File: src/hw/rtl/u16u8_pkg.sv
// Shared types, constants and helper functions for the UTF-16LE to UTF-8 converter.
// No dependencies; every other file in hw/rtl except the checker imports this package.
`timescale 1ns / 1ps

package u16u8_pkg;

  // Width of the per-string byte counter, which saturates at all ones.
  localparam int COUNT_WIDTH = 10;

  localparam int UNIT_W       = 16;
  localparam int BYTE_W       = 8;
  localparam int BYTE_COUNT_W = 10;
  localparam int MAX_BYTES    = 3;
  localparam int NBYTES_W     = 2;
  localparam int QUEUE_DEPTH  = 2;
  localparam int QPTR_W       = (QUEUE_DEPTH > 1) ? $clog2(QUEUE_DEPTH) : 1;
  localparam int QCNT_W       = $clog2(QUEUE_DEPTH + 1);

  localparam int IN_TDATA_W  = 16;
  localparam int OUT_TDATA_W = 24;
  localparam int OUT_TUSER_W = 2;

  localparam logic [BYTE_COUNT_W-1:0] BYTE_COUNT_MAX = '1;

  // Lead and continuation markers of UTF-8, surrogate prefixes and the low-byte bias.
  localparam logic [7:0] LEAD4_BASE = 8'hf0;
  localparam logic [4:0] HI_SURR_ANY = 5'b11011;   // top bits of 0xd8..0xdf
  localparam logic [5:0] LO_SURR_TOP = 6'b110111;  // top bits of 0xdc..0xdf
  localparam logic [1:0] CONT_MARK   = 2'b10;
  localparam logic [1:0] LEAD2_MARK  = 2'b11;
  localparam logic [3:0] LEAD3_MARK  = 4'he;
  localparam logic [7:0] LO_BIAS     = 8'h40;

  typedef enum logic [2:0] {
    MODE_BASE = 3'b001,
    MODE_SURR = 3'b010,
    MODE_ERR  = 3'b100
  } u16u8_mode_e;

  // One classified code unit, as passed from the front to the back.
  typedef struct packed {
    logic [MAX_BYTES-1:0][BYTE_W-1:0] bytes;   // bytes[0] goes out first
    logic [NBYTES_W-1:0]              nbytes;  // 0 to 3
    logic                             last;    // status result follows
    logic                             err;     // string ended in error
  } u16u8_entry_t;

  typedef struct packed {
    logic valid;
    logic pop;
  } u16u8_q_ctrl_t;

  // Caps the running count to the width of the reported byte count.
  function automatic logic [BYTE_COUNT_W-1:0] cap_count(
    input logic [COUNT_WIDTH-1:0] cnt
  );
    localparam int ExtW = (COUNT_WIDTH > BYTE_COUNT_W) ? COUNT_WIDTH : BYTE_COUNT_W;
    logic [ExtW-1:0] ext;
    logic [BYTE_COUNT_W-1:0] res;
    ext = ExtW'(cnt);
    if (ext > ExtW'(BYTE_COUNT_MAX)) begin
      res = BYTE_COUNT_MAX;
    end else begin
      res = ext[BYTE_COUNT_W-1:0];
    end
    return res;
  endfunction

endpackage

File: src/hw/rtl/utf16le_to_utf8_converter.sv
// A code unit passes through the queue and then the output register before its first result is presented.
// One result per cycle while the output is not stalled, each unit giving zero to three byte results (plus
// the status result on the last unit of a string); the single-result output register sets this rate.
// Reset (rst_ni low, asynchronous): queue empty, output invalid, decoder in base mode,
// held bits and byte count cleared.
`timescale 1ns / 1ps

module utf16le_to_utf8_converter (
  input  logic                                clk_i,
  input  logic                                rst_ni,
  input  logic                                s_axis_tvalid_i,
  output logic                                s_axis_tready_o,
  input  logic [u16u8_pkg::IN_TDATA_W-1:0]    s_axis_tdata_i,   // [15:0] code_unit
  input  logic                                s_axis_tlast_i,   // is_last
  output logic                                m_axis_tvalid_o,
  input  logic                                m_axis_tready_i,
  // [7:0] out_byte, [8] error, [18:9] byte_count, zero above
  output logic [u16u8_pkg::OUT_TDATA_W-1:0]   m_axis_tdata_o,
  output logic [u16u8_pkg::OUT_TUSER_W-1:0]   m_axis_tuser_o,   // [0] byte_valid, [1] done_res
  output logic                                m_axis_tlast_o    // run_end
);
  import u16u8_pkg::*;

  u16u8_entry_t  push_data, pop_data;
  logic          push, full;
  logic          q_valid;
  u16u8_q_ctrl_t q_ctrl;

  logic [BYTE_W-1:0]       out_byte;
  logic                    byte_valid, done_res, err;
  logic [BYTE_COUNT_W-1:0] byte_count;

  u16u8_front u_front (
    .clk_i       (clk_i),
    .rst_ni      (rst_ni),
    .in_valid_i  (s_axis_tvalid_i),
    .in_ready_o  (s_axis_tready_o),
    .code_unit_i (s_axis_tdata_i[UNIT_W-1:0]),
    .is_last_i   (s_axis_tlast_i),
    .q_full_i    (full),
    .q_push_o    (push),
    .q_data_o    (push_data)
  );

  u16u8_fifo u_fifo (
    .clk_i       (clk_i),
    .rst_ni      (rst_ni),
    .push_i      (push),
    .push_data_i (push_data),
    .full_o      (full),
    .pop_i       (q_ctrl.pop),
    .valid_o     (q_valid),
    .pop_data_o  (pop_data)
  );

  u16u8_back u_back (
    .clk_i        (clk_i),
    .rst_ni       (rst_ni),
    .entry_i      (pop_data),
    .q_valid_i    (q_valid),
    .q_ctrl_o     (q_ctrl),
    .out_valid_o  (m_axis_tvalid_o),
    .out_ready_i  (m_axis_tready_i),
    .out_byte_o   (out_byte),
    .byte_valid_o (byte_valid),
    .run_end_o    (m_axis_tlast_o),
    .done_res_o   (done_res),
    .error_o      (err),
    .byte_count_o (byte_count)
  );

  assign m_axis_tdata_o = {5'd0, byte_count, err, out_byte};
  assign m_axis_tuser_o = {done_res, byte_valid};

endmodule

File: src/hw/rtl/u16u8_fifo.sv
// Short queue of classified code units between the decoder front and the emitter back.
// Depends on u16u8_pkg for the entry type and queue depth.
`timescale 1ns / 1ps

module u16u8_fifo (
  input  logic                    clk_i,
  input  logic                    rst_ni,
  input  logic                    push_i,
  input  u16u8_pkg::u16u8_entry_t push_data_i,
  output logic                    full_o,
  input  logic                    pop_i,
  output logic                    valid_o,
  output u16u8_pkg::u16u8_entry_t pop_data_o
);
  import u16u8_pkg::*;

  u16u8_entry_t mem_q [QUEUE_DEPTH];
  logic [QPTR_W-1:0] wr_ptr_q, wr_ptr_d;
  logic [QPTR_W-1:0] rd_ptr_q, rd_ptr_d;
  logic [QCNT_W-1:0] count_q, count_d;

  assign full_o     = (count_q == QCNT_W'(QUEUE_DEPTH));
  assign valid_o    = (count_q != '0);
  assign pop_data_o = mem_q[rd_ptr_q];

  always_comb begin
    wr_ptr_d = wr_ptr_q;
    rd_ptr_d = rd_ptr_q;
    count_d  = count_q;
    if (push_i) begin
      wr_ptr_d = (wr_ptr_q == QPTR_W'(QUEUE_DEPTH - 1)) ? '0 : wr_ptr_q + 1'b1;
    end
    if (pop_i) begin
      rd_ptr_d = (rd_ptr_q == QPTR_W'(QUEUE_DEPTH - 1)) ? '0 : rd_ptr_q + 1'b1;
    end
    if (push_i && !pop_i) begin
      count_d = count_q + 1'b1;
    end else if (pop_i && !push_i) begin
      count_d = count_q - 1'b1;
    end
  end

  always_ff @(posedge clk_i or negedge rst_ni) begin
    if (!rst_ni) begin
      wr_ptr_q <= '0;
      rd_ptr_q <= '0;
      count_q  <= '0;
    end else begin
      wr_ptr_q <= wr_ptr_d;
      rd_ptr_q <= rd_ptr_d;
      count_q  <= count_d;
    end
  end

  always_ff @(posedge clk_i) begin
    if (push_i) begin
      mem_q[wr_ptr_q] <= push_data_i;
    end
  end

endmodule

File: src/hw/rtl/u16u8_front.sv
// Decoder front: accepts code units, tracks surrogate state and builds the byte list.
// Depends on u16u8_pkg for the mode enum and the queue entry type.
`timescale 1ns / 1ps

module u16u8_front (
  input  logic                       clk_i,
  input  logic                       rst_ni,
  input  logic                       in_valid_i,
  output logic                       in_ready_o,
  input  logic [u16u8_pkg::UNIT_W-1:0] code_unit_i,
  input  logic                       is_last_i,
  input  logic                       q_full_i,
  output logic                       q_push_o,
  output u16u8_pkg::u16u8_entry_t    q_data_o
);
  import u16u8_pkg::*;

  u16u8_mode_e mode_q, mode_d;
  logic [1:0]  held_q, held_d;

  logic [7:0] hi, lo;
  logic [7:0] lo_biased;
  u16u8_mode_e mode_next;
  logic        accept;

  assign hi         = code_unit_i[15:8];
  assign lo         = code_unit_i[7:0];
  assign lo_biased  = lo + LO_BIAS;
  assign in_ready_o = !q_full_i;
  assign accept     = in_valid_i && !q_full_i;

  always_comb begin
    q_data_o        = '0;
    mode_next       = mode_q;
    held_d          = held_q;
    case (mode_q)
      MODE_BASE: begin
        if (hi[7:3] != '0) begin
          if (hi[7:3] == HI_SURR_ANY) begin
            if (hi[2]) begin
              mode_next = MODE_ERR;
            end else begin
              q_data_o.bytes[0] = LEAD4_BASE + {6'd0, hi[1:0]}
                                  + {7'd0, (lo[7:6] == 2'b11)};
              q_data_o.bytes[1] = {CONT_MARK, lo_biased[7:2]};
              q_data_o.nbytes   = NBYTES_W'(2);
              held_d            = lo[1:0];
              mode_next         = MODE_SURR;
            end
          end else begin
            q_data_o.bytes[0] = {LEAD3_MARK, hi[7:4]};
            q_data_o.bytes[1] = {CONT_MARK, hi[3:0], lo[7:6]};
            q_data_o.bytes[2] = {CONT_MARK, lo[5:0]};
            q_data_o.nbytes   = NBYTES_W'(3);
          end
        end else if (lo[7] || (hi != '0)) begin
          q_data_o.bytes[0] = {LEAD2_MARK, hi[3:0], lo[7:6]};
          q_data_o.bytes[1] = {CONT_MARK, lo[5:0]};
          q_data_o.nbytes   = NBYTES_W'(2);
        end else begin
          q_data_o.bytes[0] = lo;
          q_data_o.nbytes   = NBYTES_W'(1);
        end
      end
      MODE_SURR: begin
        if (hi[7:2] == LO_SURR_TOP) begin
          q_data_o.bytes[0] = {CONT_MARK, held_q, hi[1:0], lo[7:6]};
          q_data_o.bytes[1] = {CONT_MARK, lo[5:0]};
          q_data_o.nbytes   = NBYTES_W'(2);
          mode_next         = MODE_BASE;
        end else begin
          mode_next = MODE_ERR;
        end
      end
      default: begin
        mode_next = MODE_ERR;
      end
    endcase
    q_data_o.last = is_last_i;
    q_data_o.err  = (mode_next != MODE_BASE);
  end

  // Units in error mode, or that move into it, leave nothing to emit and are not pushed unless they end the string.
  assign q_push_o = accept && ((q_data_o.nbytes != '0) || is_last_i);

  always_comb begin
    mode_d = mode_q;
    if (accept) begin
      mode_d = is_last_i ? MODE_BASE : mode_next;
    end
  end

  always_ff @(posedge clk_i or negedge rst_ni) begin
    if (!rst_ni) begin
      mode_q <= MODE_BASE;
      held_q <= '0;
    end else begin
      mode_q <= mode_d;
      if (accept) begin
        held_q <= is_last_i ? 2'b00 : held_d;
      end
    end
  end

endmodule

File: src/hw/rtl/u16u8_back.sv
// Emitter back: walks each queued entry into the output register, one result per cycle unless the output stalls.
// Depends on u16u8_pkg for the entry type, counter width and count capping.
`timescale 1ns / 1ps

module u16u8_back (
  input  logic                              clk_i,
  input  logic                              rst_ni,
  input  u16u8_pkg::u16u8_entry_t           entry_i,
  input  logic                              q_valid_i,
  output u16u8_pkg::u16u8_q_ctrl_t          q_ctrl_o,
  output logic                              out_valid_o,
  input  logic                              out_ready_i,
  output logic [u16u8_pkg::BYTE_W-1:0]      out_byte_o,
  output logic                              byte_valid_o,
  output logic                              run_end_o,
  output logic                              done_res_o,
  output logic                              error_o,
  output logic [u16u8_pkg::BYTE_COUNT_W-1:0] byte_count_o
);
  import u16u8_pkg::*;

  logic [NBYTES_W-1:0]    idx_q, idx_d;
  logic [COUNT_WIDTH-1:0] cnt_q, cnt_d;
  logic                   out_valid_q, out_valid_d;

  logic [BYTE_W-1:0]       byte_q;
  logic                    byte_valid_q, run_end_q, done_q, err_q;
  logic [BYTE_COUNT_W-1:0] count_out_q;

  logic              advance, is_byte, run_end;
  logic [BYTE_W-1:0] sel_byte;

  assign advance = q_valid_i && (!out_valid_q || out_ready_i);
  assign is_byte = (idx_q < entry_i.nbytes);
  assign run_end = entry_i.last ? !is_byte : ((idx_q + 1'b1) == entry_i.nbytes);

  assign q_ctrl_o.valid = q_valid_i;
  assign q_ctrl_o.pop   = advance && run_end;

  always_comb begin
    case (idx_q)
      2'd0:    sel_byte = entry_i.bytes[0];
      2'd1:    sel_byte = entry_i.bytes[1];
      2'd2:    sel_byte = entry_i.bytes[2];
      default: sel_byte = '0;
    endcase
  end

  always_comb begin
    idx_d       = idx_q;
    cnt_d       = cnt_q;
    out_valid_d = out_valid_q;
    if (out_valid_q && out_ready_i) begin
      out_valid_d = 1'b0;
    end
    if (advance) begin
      out_valid_d = 1'b1;
      idx_d       = run_end ? '0 : idx_q + 1'b1;
      if (is_byte) begin
        if (cnt_q != '1) begin
          cnt_d = cnt_q + 1'b1;
        end
      end else begin
        // The status result closes the string, so the count starts afresh.
        cnt_d = '0;
      end
    end
  end

  always_ff @(posedge clk_i or negedge rst_ni) begin
    if (!rst_ni) begin
      idx_q       <= '0;
      cnt_q       <= '0;
      out_valid_q <= 1'b0;
    end else begin
      idx_q       <= idx_d;
      cnt_q       <= cnt_d;
      out_valid_q <= out_valid_d;
    end
  end

  always_ff @(posedge clk_i) begin
    if (advance) begin
      byte_q       <= is_byte ? sel_byte : '0;
      byte_valid_q <= is_byte;
      run_end_q    <= run_end;
      done_q       <= !is_byte;
      err_q        <= !is_byte && entry_i.err;
      count_out_q  <= (is_byte || entry_i.err) ? '0 : cap_count(cnt_q);
    end
  end

  assign out_valid_o  = out_valid_q;
  assign out_byte_o   = byte_q;
  assign byte_valid_o = byte_valid_q;
  assign run_end_o    = run_end_q;
  assign done_res_o   = done_q;
  assign error_o      = err_q;
  assign byte_count_o = count_out_q;

endmodule

File: config.mk
export PLATFORM = sky130hd
export DESIGN_NAME = utf16le_to_utf8_converter
export DESIGN_NICKNAME = d
export VERILOG_FILES = /design/src/hw/rtl/u16u8_pkg.sv /design/src/hw/rtl/utf16le_to_utf8_converter.sv /design/src/hw/rtl/u16u8_fifo.sv /design/src/hw/rtl/u16u8_front.sv /design/src/hw/rtl/u16u8_back.sv
export SDC_FILE = /design/constraint.sdc
export NUM_CORES = 1
export LEC_CHECK = 0
export BUFFER_PORTS_ARGS = -buffer_cell sky130_fd_sc_hd__buf_2
export CORE_ASPECT_RATIO = 1.1
export CORE_MARGIN = 2
export CORE_UTILIZATION = 36
export CTS_CLUSTER_DIAMETER = 120
export DETAILED_ROUTE_END_ITERATION = 8
export PLACE_DENSITY = 0.62
export SYNTH_ARGS = -nofsm -noshare
export SYNTH_HDL_FRONTEND = slang
export SYNTH_HIERARCHICAL = 1
export SYNTH_SLANG_ARGS = --single-unit
File: constraint.sdc
create_clock -name clk_i -period 3.7 [get_ports clk_i]
set_clock_uncertainty 0.1 [all_clocks]
set_input_delay 0.74 -clock clk_i [delete_from_list [all_inputs] [get_ports clk_i]]
set_output_delay 0.74 -clock clk_i [all_outputs]
set_load 0.005 [all_outputs]
==> results of run 1 <==
## through the flow
step	instance area, um2	hold WS, ns	power (W)	setup WS, ns	util
after floorplan	5030	0.344	0.00317	0.189	-
after global placement	5320	0.374	0.00356	0.800	0.389
after detailed placement	5320	0.380	0.00360	0.739	0.389
after CTS	5650	0.275	0.00461	0.709	0.413
after global routing	5650	0.304	0.00486	0.466	0.413
final	5650	0.260	0.00458	0.741	0.413
## path summary, 6_finish.rpt
kind,end,depth (start not counted),slack [ns]
max,u_fifo/count_q[1]$_DFFE_PN0P_,13,0.74
min,u_back/cnt_q[7]$_DFFE_PN0P_,1,0.26
max reg2reg,u_fifo/count_q[1]$_DFFE_PN0P_,13,0.74
min reg2reg,u_fifo/count_q[1]$_DFFE_PN0P_,1,0.38
max in group asynchronous,u_front/mode_q[0]$_DFFE_PN1P_,1,2.87
min in group clk_i,u_fifo/count_q[1]$_DFFE_PN0P_,1,0.38
## flip-flops by register name, summed over array words and instances, names as in the netlist
signal / cells
u_back/byte_count_o: 10
u_back/byte_valid_o: 1
u_back/cnt_q: 10
u_back/done_res_o: 1
u_back/error_o: 1
u_back/idx_q: 2
u_back/out_byte_o: 8
u_back/out_valid_o: 1
u_back/run_end_o: 1
u_fifo/count_q: 2
u_fifo/mem_q: 56
u_fifo/rd_ptr_q: 1
u_fifo/wr_ptr_q: 1
u_front/held_q: 2
u_front/mode_q: 3
## layout make-up
| class | instances | area [um2] |
|---|---|---|
| clock buffer | 12 | 279 |
| clock inverter | 4 | 51.3 |
| fill | 1318 | 8030 |
| inverter | 13 | 48.8 |
| multi-input combinational | 254 | 1880 |
| sequential | 100 | 2890 |
| tap | 188 | 235 |
| timing repair buffer | 49 | 258 |
## where the power goes
group	internal (W)	switching (W)
clock	0.000608	0.000399
sequential	0.00176	0.000136
combinational	0.000669	0.00101
## metal layers
layer  vias up  wire length (um)  GRT usage
met2        90              4890      0.227
met3        14               508     0.0284
met5         -                 0          0
li1       1548                 -          -
met4         0               231     0.0651
met1      1632              4790      0.197
## worst max-delay path: stages (launching register included)
cell and delay, ns:
sky130_fd_sc_hd__dfrtp_1 0.35, sky130_fd_sc_hd__buf_4 0.39, sky130_fd_sc_hd__mux2_2 0.39, sky130_fd_sc_hd__ha_1 0.19, sky130_fd_sc_hd__nor2b_1 0.16, sky130_fd_sc_hd__nor2_2 0.14
sky130_fd_sc_hd__inv_2 0.16, sky130_fd_sc_hd__a21o_1 0.18, sky130_fd_sc_hd__and2_1 0.17, sky130_fd_sc_hd__inv_1 0.05, sky130_fd_sc_hd__ha_1 0.18, sky130_fd_sc_hd__xor2_1 0.14
sky130_fd_sc_hd__nor2_1 0.11, sky130_fd_sc_hd__xor2_1 0.15
==> results.json, run 1 <==
{
  "rows": 45,
  "drt-initial-drc-count": 170,
  "remaining_antenna_violation_count": 0,
  "power.static_leakage_nw": 2.18,
  "drcViolationCount": 0,
  "hold_viol_final": 0,
  "cts_max_path_buffers": 2,
  "mostFrequentLayoutCells": "sky130_fd_sc_hd__edfxtp_1 (78), sky130_fd_sc_hd__buf_2 (44), sky130_fd_sc_hd__nor2_1 (21), sky130_fd_sc_hd__dfrtp_1 (21), sky130_fd_sc_hd__nand2_1 (20)",
  "irDropWorstVdd_uv": 307,
  "dp_cells": 604,
  "max_slew_margin": 0.296,
  "dr.pass1.iters": 6,
  "antenna_cells": 0,
  "peak_freq_mhz": 338,
  "die_width_um": 116,
  "critical_path_arrival_ns": 3.12,
  "htreeDepth": 3,
  "gr-total-overflow": 0,
  "gp_congestion": 0.924,
  "first_pass_grt_wire_length_um": 16600,
  "clk_root_buffer_cell": "sky130_fd_sc_hd__clkbuf_16",
  "num_io_pins": 50,
  "ys.warnings.count": 6,
  "period_needed_ns": 2.96,
  "post-route-period-util": 0.800,
  "drt-wirelength-per-cell_um": 16.8,
  "crit_path_start_kind": "register",
  "placement.io_buffers": 44,
  "synthToLayoutAreaGrowth_pct": 12.7,
  "path_max_fanout": 28,
  "cts_tree": "yes",
  "floorplan.core_area_um2": 13700,
  "initial_antenna_violation_count": 0,
  "numCtsBuffers": 9,
  "cp-end-kind": "register",
  "timing.hold.worst.class": "in2async",
  "avgViaCountPerCell": 5.30,
  "criticalPathCategory": "reg2reg",
  "syn-instance-count": 393,
  "layout_net_count": 459,
  "pwr_density_cell_nw_per_um2": 810,
  "fin_cells": 620,
  "startpoint_of_the_worst_slack_reg_to_reg_timing_path": "u_fifo/rd_ptr_q$_DFFE_PN0P_",
  "crit_start": "u_fifo/rd_ptr_q$_DFFE_PN0P_",
  "slew_violations": 0,
  "clkLatencyLatePin_ns": 0.34,
  "tns_ns": 0,
  "detailroute.via_count": 3284,
  "mostFrequentLayoutCell": "sky130_fd_sc_hd__edfxtp_1",
  "chipHeight_um": 128,
  "initial_utilization": 0.366,
  "post-cts-setup-buffer-count": 0,
  "place_hpwl_um": 7090,
  "largest_net_degree_at_the_start_of_global_routing": 36,
  "clkSinkCount": 100,
  "groute.usage.overall": 0.146,
  "tightest_slew_ns": 1.05,
  "grt_setup_unrepaired": "false",
  "setup_viol_count_final": 0,
  "layout-drive-gt1-share": 0.257,
  "first_global_vias": 3227,
  "synthesis.area_um2": 5010,
  "clkSlewWorstSetupHoldPaths_ns": 0.07,
  "post_synth.cell_area_avg_um2": 12.8,
  "cts_resized": 0,
  "cp_data_required_time_ns": 3.86,
  "total_die_area_um2": 14900,
  "outcome": "finished clean",
  "wirelength_um": 10400,
  "drv.max_cap_violation_count": 0,
  "post_cts_hold_buffer_count": 0
}
(Power assumes the default switching activity.)
==> run 2, diff against run 1 <==
--- a/config.mk
+++ b/config.mk
@@ -11,7 +11,7 @@
 export CORE_UTILIZATION = 36
 export CTS_CLUSTER_DIAMETER = 120
 export DETAILED_ROUTE_END_ITERATION = 8
-export PLACE_DENSITY = 0.62
+export PLACE_DENSITY = 0.64
 export SYNTH_ARGS = -nofsm -noshare
 export SYNTH_HDL_FRONTEND = slang
 export SYNTH_HIERARCHICAL = 1
==> constraint.sdc (replaced) <==
create_clock -name clk_i -period 2.7 [get_ports clk_i]
set_clock_uncertainty 0.1 [all_clocks]
set_input_delay 0.54 -clock clk_i [delete_from_list [all_inputs] [get_ports clk_i]]
set_output_delay 0.54 -clock clk_i [all_outputs]
set_load 0.005 [all_outputs]
==> run 2 against run 1 <==
Net effect: utilization increased by 0.23 points; combinational power increased by 44%; critical endpoint unchanged; sequential power increased by 37%; final cell count increased by 1.5%; hold slack got worse by 0.19 ns; final area increased by 0.55%; register-to-register slack got worse by 0.55 ns; flip-flop and latch count unchanged; clock-buffer cell count unchanged; via count decreased by 0.46%; die area unchanged; worst setup slack got worse by 0.55 ns.
==> results.json, run 2 (synthesized netlist as in run 1, its figures left out) <==
{
  "drt-initial-drc-count": 286,
  "design_power_total_w": 0.00614,
  "groute.usage.overall": 0.141,
  "placement.io_buffers": 44,
  "largest_register_ff_count": 56,
  "tightest_slew_ns": 0.546,
  "clk_root_buffer_cell": "sky130_fd_sc_hd__clkbuf_16",
  "num_io_pins": 50,
  "internal_power_w": 0.00406,
  "antenna_cells": 0,
  "dp_cells": 613,
  "path_max_fanout": 4,
  "startpoint_of_the_worst_slack_reg_to_reg_timing_path": "u_fifo/rd_ptr_q$_DFFE_PN0P_",
  "detailroute.via_count": 3269,
  "first_global_vias": 3193,
  "fin_cells": 629,
  "synthToLayoutAreaGrowth_pct": 13.3,
  "max_slew_margin": 0.633,
  "crit_path_start_kind": "register",
  "gr-total-overflow": 0,
  "drcViolationCount": 0,
  "chipHeight_um": 128,
  "dpl-instance-area_um2": 5420,
  "cts_max_path_buffers": 2,
  "largest_net_degree_at_the_start_of_global_routing": 36,
  "rrSetupSlack_ns": 0.19,
  "layout_net_count": 468,
  "reg_with_most_ffs": "u_fifo/mem_q",
  "sw_frac_of_total": 0.339,
  "r2r-end": "u_fifo/count_q[1]$_DFFE_PN0P_",
  "die_width_um": 116,
  "peak_freq_mhz": 399,
  "power.static_leakage_nw": 2.21,
  "period_needed_ns": 2.51,
  "first_pass_grt_wire_length_um": 16300,
  "initial_antenna_violation_count": 0,
  "total_die_area_um2": 14900,
  "share_seq_of_total_power": 0.422,
  "post-route-cell-area_um2": 5680,
  "cts_resized": 0,
  "clkLatencyLatePin_ns": 0.34,
  "crit_start": "u_fifo/rd_ptr_q$_DFFE_PN0P_",
  "numCtsBuffers": 9,
  "netSwitchingPower_w": 0.00208,
  "slew_violations": 0,
  "cp-end-kind": "register",
  "critical_path_arrival_ns": 2.62,
  "drt-wirelength-per-cell_um": 15.8,
  "outcome": "finished clean",
  "cp_data_required_time_ns": 2.82,
  "irDropWorstVdd_uv": 383,
  "htreeDepth": 3,
  "post_cts_hold_buffer_count": 0,
  "wirelength_um": 9950,
  "grt_setup_unrepaired": "false",
  "rows": 45,
  "initial_utilization": 0.366,
  "num-fill-cells": 1283,
  "avgViaCountPerCell": 5.20,
  "clkSinkCount": 100,
  "tns_ns": 0,
  "remaining_antenna_violation_count": 0,
  "gp_congestion": 0.878,
  "floorplan.core_area_um2": 13700,
  "pwr_density_cell_nw_per_um2": 1080,
  "mostFrequentLayoutCell": "sky130_fd_sc_hd__edfxtp_1",
  "clkSlewWorstSetupHoldPaths_ns": 0.07,
  "timing.reg2reg.worst_path_depth": 13,
  "setup_viol_count_final": 0,
  "clock_power_share": 0.188,
  "timing.hold.worst.class": "in2async",
  "place_hpwl_um": 6920,
  "post-cts-setup-buffer-count": 0,
  "criticalPathCategory": "reg2reg",
  "cts_tree": "yes",
  "hold_viol_final": 0,
  "drv.max_cap_violation_count": 0,
  "mostFrequentLayoutCells": "sky130_fd_sc_hd__edfxtp_1 (78), sky130_fd_sc_hd__buf_2 (44), sky130_fd_sc_hd__nor2_1 (21), sky130_fd_sc_hd__dfrtp_1 (21), sky130_fd_sc_hd__nand2_1 (20)",
  "layout-drive-gt1-share": 0.270,
  "comb_power_share": 0.390,
  "post-route-period-util": 0.929,
  "dr.pass1.iters": 5
}
run 2: cell count changes in the layout (fill, tap and decap cells not counted), sizes merged:
cell    change
buf         +9
bufinv      -1
clkinv      +1
run 2: per-stage QoR:
| step | util | worst slack [ns] | hold WS [ns] |
|---|---|---|---|
| CTS | 0.415 | 0.159 | 0.0864 |
| global placement | 0.396 | 0.253 | 0.367 |
| detailed placement | 0.396 | 0.173 | 0.366 |
| finish | 0.415 | 0.191 | 0.0726 |
| global route | 0.415 | 0.0357 | 0.108 |
| floorplan | - | 0.129 | 0.144 |
run 2: layer usage:
metal | routed length, um | GRT usage | vias to the layer above
met5 | 0 | 0 | -
met1 | 4570 | 0.195 | 1586
met4 | 182 | 0.0518 | 0
met2 | 4700 | 0.219 | 106
li1 | - | - | 1565
met3 | 507 | 0.0307 | 12
run 2: power groups by stage:
stage          Clock [W]  Sequential (W)  Combinational (W)
3_5_place_dp           0         0.00263            0.00242
5_1_grt          0.00126         0.00265            0.00267
2_1_floorplan          0         0.00260            0.00174
4_1_cts          0.00118         0.00260            0.00243
3_3_place_gp           0         0.00261            0.00237
6_report         0.00115         0.00259            0.00240
run 2: worst max path at each step:
stage,cells after the start,slack (ns),end
floorplan,14,0.13,u_fifo/count_q[1]$_DFFE_PN0P_
global placement,9,0.25,u_fifo/count_q[1]$_DFFE_PN0P_
detailed placement,9,0.17,u_fifo/count_q[1]$_DFFE_PN0P_
CTS,10,0.16,u_fifo/count_q[1]$_DFFE_PN0P_
global route,10,0.04,u_fifo/count_q[1]$_DFFE_PN0P_
finish,13,0.19,u_fifo/count_q[1]$_DFFE_PN0P_
run 2: cell type report:
cell class,instances,area [um2],share of cell area
Sequential cell,100,2890,0.510
Multi-Input combinational cell,254,1890,0.332
Timing Repair Buffer,58,350,0.0617
Clock buffer,12,236,0.0416
Tap cell,188,235,0.0414
Inverter,13,48.8,0.00859
Clock inverter,4,26.3,0.00463
run 2: worst max-delay path, cell delays in order, from the launching register on:
cell and delay, ns:
sky130_fd_sc_hd__dfrtp_1 0.39, sky130_fd_sc_hd__mux2_2 0.37, sky130_fd_sc_hd__inv_1 0.07, sky130_fd_sc_hd__ha_1 0.22
sky130_fd_sc_hd__nor2b_1 0.15, sky130_fd_sc_hd__nor2_2 0.12, sky130_fd_sc_hd__inv_2 0.05, sky130_fd_sc_hd__a21o_1 0.20
sky130_fd_sc_hd__and2_1 0.17, sky130_fd_sc_hd__inv_1 0.06, sky130_fd_sc_hd__ha_1 0.15, sky130_fd_sc_hd__xor2_1 0.15
sky130_fd_sc_hd__nor2_1 0.07, sky130_fd_sc_hd__xor2_1 0.14
